[src/sv/lrre_pkg.sv]
// ----------------------------------------------------------------------------
// lrre_pkg
// Shared types and constants for the labelled region row extents unit.
// ----------------------------------------------------------------------------
package lrre_pkg;

  localparam int GRID_ROWS  = 64;
  localparam int GRID_COLS  = 64;
  localparam int NUM_LABELS = 16;

  localparam int ROW_W   = 6;
  localparam int COL_W   = 6;
  localparam int LABEL_W = 4;
  localparam int ACT_W   = 2;

  localparam int LABEL_AW   = $clog2(NUM_LABELS);
  localparam int SPAN_DEPTH = NUM_LABELS * GRID_ROWS;
  localparam int SPAN_AW    = $clog2(SPAN_DEPTH);

  localparam logic [ACT_W-1:0] ACT_CLEAR = 2'd0;
  localparam logic [ACT_W-1:0] ACT_ELEM  = 2'd1;
  localparam logic [ACT_W-1:0] ACT_QUERY = 2'd2;

  typedef struct packed {
    logic [ACT_W-1:0]   action;
    logic [ROW_W-1:0]   row;
    logic [COL_W-1:0]   col;
    logic [LABEL_W-1:0] label;
  } in_item_t;

  typedef struct packed {
    logic             cell_present;
    logic [ROW_W-1:0] first_row;
    logic [ROW_W-1:0] last_row;
    logic             row_present;
    logic [COL_W-1:0] low_col;
    logic [COL_W-1:0] high_col;
  } out_item_t;

  typedef struct packed {
    logic             seen;
    logic [COL_W-1:0] low_col;
    logic [COL_W-1:0] high_col;
  } span_ent_t;

  typedef enum logic [2:0] {
    ST_IDLE,
    ST_CLEAR,
    ST_EL_READ,
    ST_EL_WRITE,
    ST_Q_READ,
    ST_Q_RESP
  } state_t;

  typedef struct packed {
    logic latch;
    logic clr_labels;
    logic sweep_wr;
    logic mem_rd;
    logic elem_wr;
    logic resp;
  } dp_cmd_t;

  typedef struct packed {
    logic sweep_last;
  } dp_stat_t;

endpackage

[src/sv/lrre_ctrl.sv]
// ----------------------------------------------------------------------------
// lrre_ctrl
// Sequencer: decodes accepted beats and steps the datapath through read,
// update, response and presence clearing sweeps.
// ----------------------------------------------------------------------------
module lrre_ctrl (
  input  logic                       clk,
  input  logic                       rst_n,
  input  logic                       start,
  input  logic [lrre_pkg::ACT_W-1:0] action,
  input  lrre_pkg::dp_stat_t         stat,
  output lrre_pkg::dp_cmd_t          cmd,
  output logic                       busy
);
  import lrre_pkg::*;

  state_t state_r, state_nxt;

  always_ff @(posedge clk) begin
    if (!rst_n) begin
      state_r <= ST_CLEAR;
    end else begin
      state_r <= state_nxt;
    end
  end

  always_comb begin
    state_nxt = state_r;
    unique case (state_r)
      ST_IDLE: begin
        if (start) begin
          unique case (action)
            ACT_CLEAR: state_nxt = ST_CLEAR;
            ACT_ELEM:  state_nxt = ST_EL_READ;
            ACT_QUERY: state_nxt = ST_Q_READ;
            default:   state_nxt = ST_IDLE;
          endcase
        end
      end
      ST_CLEAR:    if (stat.sweep_last) state_nxt = ST_IDLE;
      ST_EL_READ:  state_nxt = ST_EL_WRITE;
      ST_EL_WRITE: state_nxt = ST_IDLE;
      ST_Q_READ:   state_nxt = ST_Q_RESP;
      ST_Q_RESP:   state_nxt = ST_IDLE;
      default:     state_nxt = ST_IDLE;
    endcase
  end

  always_comb begin
    cmd  = '0;
    busy = 1'b1;
    unique case (state_r)
      ST_IDLE: begin
        busy           = 1'b0;
        cmd.latch      = start;
        cmd.clr_labels = start && (action == ACT_CLEAR);
      end
      ST_CLEAR:    cmd.sweep_wr = 1'b1;
      ST_EL_READ:  cmd.mem_rd   = 1'b1;
      ST_EL_WRITE: cmd.elem_wr  = 1'b1;
      ST_Q_READ:   cmd.mem_rd   = 1'b1;
      ST_Q_RESP:   cmd.resp     = 1'b1;
      default:     busy         = 1'b1;
    endcase
  end

endmodule

[config.mk]
export PLATFORM = sky130hd
export DESIGN_NAME = lrre_ctrl
export DESIGN_NICKNAME = d
export VERILOG_FILES = /design/src/sv/lrre_pkg.sv /design/src/sv/lrre_ctrl.sv
export SDC_FILE = /design/constraint.sdc
export NUM_CORES = 1
export LEC_CHECK = 0
export BUFFER_PORTS_ARGS = -buffer_cell sky130_fd_sc_hd__buf_4
export CAP_MARGIN = 20
export CELL_PAD_IN_SITES_DETAIL_PLACEMENT = 0
export CELL_PAD_IN_SITES_GLOBAL_PLACEMENT = 2
export CORE_AREA = 2 2 39 41
export DETAILED_ROUTE_END_ITERATION = 8
export DIE_AREA = 0 0 41 43
export PLACE_DENSITY_LB_ADDON = 0.1
export SLEW_MARGIN = 20
export SYNTH_ARGS = -nofsm -noshare
export SYNTH_HDL_FRONTEND = slang
export SYNTH_SLANG_ARGS = --single-unit
[constraint.sdc]
create_clock -name clk -period 1.3 [get_ports clk]
set_input_delay 0.26 -clock clk [delete_from_list [all_inputs] [get_ports clk]]
set_output_delay 0.26 -clock clk [all_outputs]
set_load 0.05 [all_outputs]
==> impl_metrics.json <==
{
  "status": "finished, violations left",
  "violations": "negative setup slack",
  "synth.ff_latch_count": 3,
  "core_um2": 1380,
  "maxSlewViolCount": 0,
  "cts_tree": "yes",
  "crit_type": "reg -> out",
  "clockRootBuffer": "clkbuf_4",
  "synthCells": 27,
  "setup_ws_ns": -0.195,
  "reg2reg_slack_ns": 0.33,
  "antenna_cells": 0,
  "setup_viol": 7,
  "fin_util_pct": 33.1,
  "dpl.hpwl_um": 487,
  "cts.sinks": 3,
  "placed_area_um2": 367,
  "postLayoutCellArea_um2": 458,
  "synth_top_family_by_area": "simple AND/OR/NAND/NOR gates",
  "finalCriticalPeriod_ns": 1.49,
  "rsz0062_at_grt": "yes",
  "synth_nets": 33,
  "fp.dieW_um": 41,
  "timing.final.crit_share_pct": 115,
  "drcViolationCount": 0,
  "drt-pass1-iter-count": 3,
  "cts_buffer_depth": 2,
  "largest_register": "state_r",
  "synth_adder_area_share_pct": 0,
  "clock_skew_ns": 0.00270,
  "routed_wl_um": 583,
  "vdd_drop_max_v": 0.000344,
  "worstPathMaxFanout": 3,
  "worstHoldPathType": "in -> reg",
  "synth_top_cell_by_area": "dfxtp_1",
  "grt_util_all_layers_pct": 9.13,
  "synthMuxAreaShare_pct": 0,
  "fmax_mhz": 669,
  "critPathLaunchType": "flip-flop",
  "path_clk_slew_ns": 0.04,
  "largest_reg_flops": 3,
  "gp_congestion": 0.662,
  "synth_top_area_share_pct": 28.2,
  "synthTopCellsByArea": "dfxtp_1, nor3b_1, nor2_1",
  "die_area_um2": 1760,
  "syn-cell-area_um2": 213,
  "grt_pass1_vias": 260,
  "start_util_pct": 15.4,
  "cap_violations": 0,
  "met1_usage_pct": 10.9,
  "power_leakage_nw": 0.209,
  "final_layout_size_suffix_gt1_share_pct": 62.5,
  "grt_pass1_wl_mm": 1.05,
  "grt_max_degree": 9,
  "io_buffers": 12,
  "cts_max_level": 1,
  "routed_via_density": 4.14,
  "ys_types": 17,
  "grt_most_used_layer": "met2",
  "cp.required_ns": 1.04,
  "ys_warn_count": 0,
  "ys_seq_area_share_pct": 28.2,
  "syn2layout_area_growth_pct": 115,
  "synth_compound_area_share_pct": 15.9,
  "drt-initial-drc-count": 6,
  "ant_nets": 0,
  "pin_count": 13,
  "tightest_slew_ns": 0.238,
  "wl_per_cell_um": 9.11,
  "slew_headroom_pct": 84.1,
  "nNetsFinal": 55,
  "top_regs": "state_r: 3 flops",
  "grt_antenna_before_repair": 0,
  "grt_util_met3_pct": 3.14,
  "grt-ovfl-total": 0,
  "synth.avg_cell_area_um2": 7.88,
  "synthXorXnorAreaFrac_pct": 4.12,
  "cts_buffers": 3,
  "synthSimpleGateAreaFrac_pct": 37.6,
  "hold_viol_final": 0,
  "cts_hold_buf": 0,
  "p_per_area_nw_per_um2": 892,
  "cp-end-kind": "primary output",
  "num_rows": 14,
  "worstPathArrival_ns": 1.23,
  "gr-usage-met2_pct": 13.1,
  "die_y_um": 43,
  "clk_latency_ns": 0.23,
  "vias": 265
}
Yosys cell counts:
cell type	n
nor2b_2	1
buf_6	1
o211ai_1	1
nor3_1	2
inv_1	3
a21oi_1	1
nor3b_1	3
nor4b_1	1
xnor2_1	1
or3_4	1
dfxtp_1	3
o211a_1	1
a31oi_1	1
nand2_1	1
o21ai_0	1
nor2_1	4
buf_4	1
metrics by stage:
step | std cells | hold WS [ns] | TNS (ns) | power (mW) | setup slack [ns]
after floorplan | 27 | 0.349 | -0.653 | 0.176 | -0.194
after global routing | 64 | 0.250 | -0.950 | 0.433 | -0.230
after CTS | 64 | 0.233 | -0.708 | 0.413 | -0.211
after global placement | 58 | 0.495 | 0 | 0.221 | 0.0145
after detailed placement | 58 | 0.492 | 0 | 0.221 | 0.0149
final | 64 | 0.234 | -0.635 | 0.408 | -0.195
per-layer routing:
metal	part of all wire [%]	wire [um]
met1	41	239
met2	51	297
met3	4.1	24
met4	3.6	21
met5	0	0
kinds of logic after synthesis:
| group | count (synthesis) |
|---|---|
| and+or+nand+nor | 13 |
| xor gates and xnor gates | 1 |
| AOI/OAI and AO/OA | 5 |
| DFF | 3 |
| buffers and inverters | 5 |
report_power, final:
| part | switching [mW] | internal (mW) | leakage, nW |
|---|---|---|---|
| sequential | 0.00305 | 0.0971 | 0.0244 |
| combinational | 0.0774 | 0.0657 | 0.169 |
| clock | 0.0500 | 0.115 | 0.0150 |
cell usage in the layout (no fill, tap or decap), types with 2 or more instances in the layout:
master	instances
buf_4	11
buf_6	7
clkbuf_4	3
dfxtp_1	2
inv_1	2
nor2_1	2
nor3b_1	2
layout make-up:
cell class,count,area (um^2)
clock buffers,4,26.3
flip-flops and latches,3,61.3
inverters,3,13.8
fillers,152,926
multi-input cells,19,160
well taps,16,20.0
repair buffers,19,176
worst max-delay path, cell delays in order (launching register included):
cell and delay [ns]:
dfxtp_1 0.30, or3_4 0.42, nor2b_4 0.12, buf_6 0.16
path summary, 6_finish.rpt:
kind | startpoint | to | depth (start not counted)
max | state_r[2] | cmd[4] | 3
min | rst_n | state_r[0] | 2
max reg2reg | state_r[0] | state_r[0] | 5
min reg2reg | state_r[0] | state_r[1] | 2
timing repair:
item | CTS | global route
buffers inserted | 2 | 0
setup endpoints to repair | 7 | 7
pin swaps | 1 | 1
gates resized for setup | 11 | 3
No activity file was read; power rests on OpenSTA's default activity.
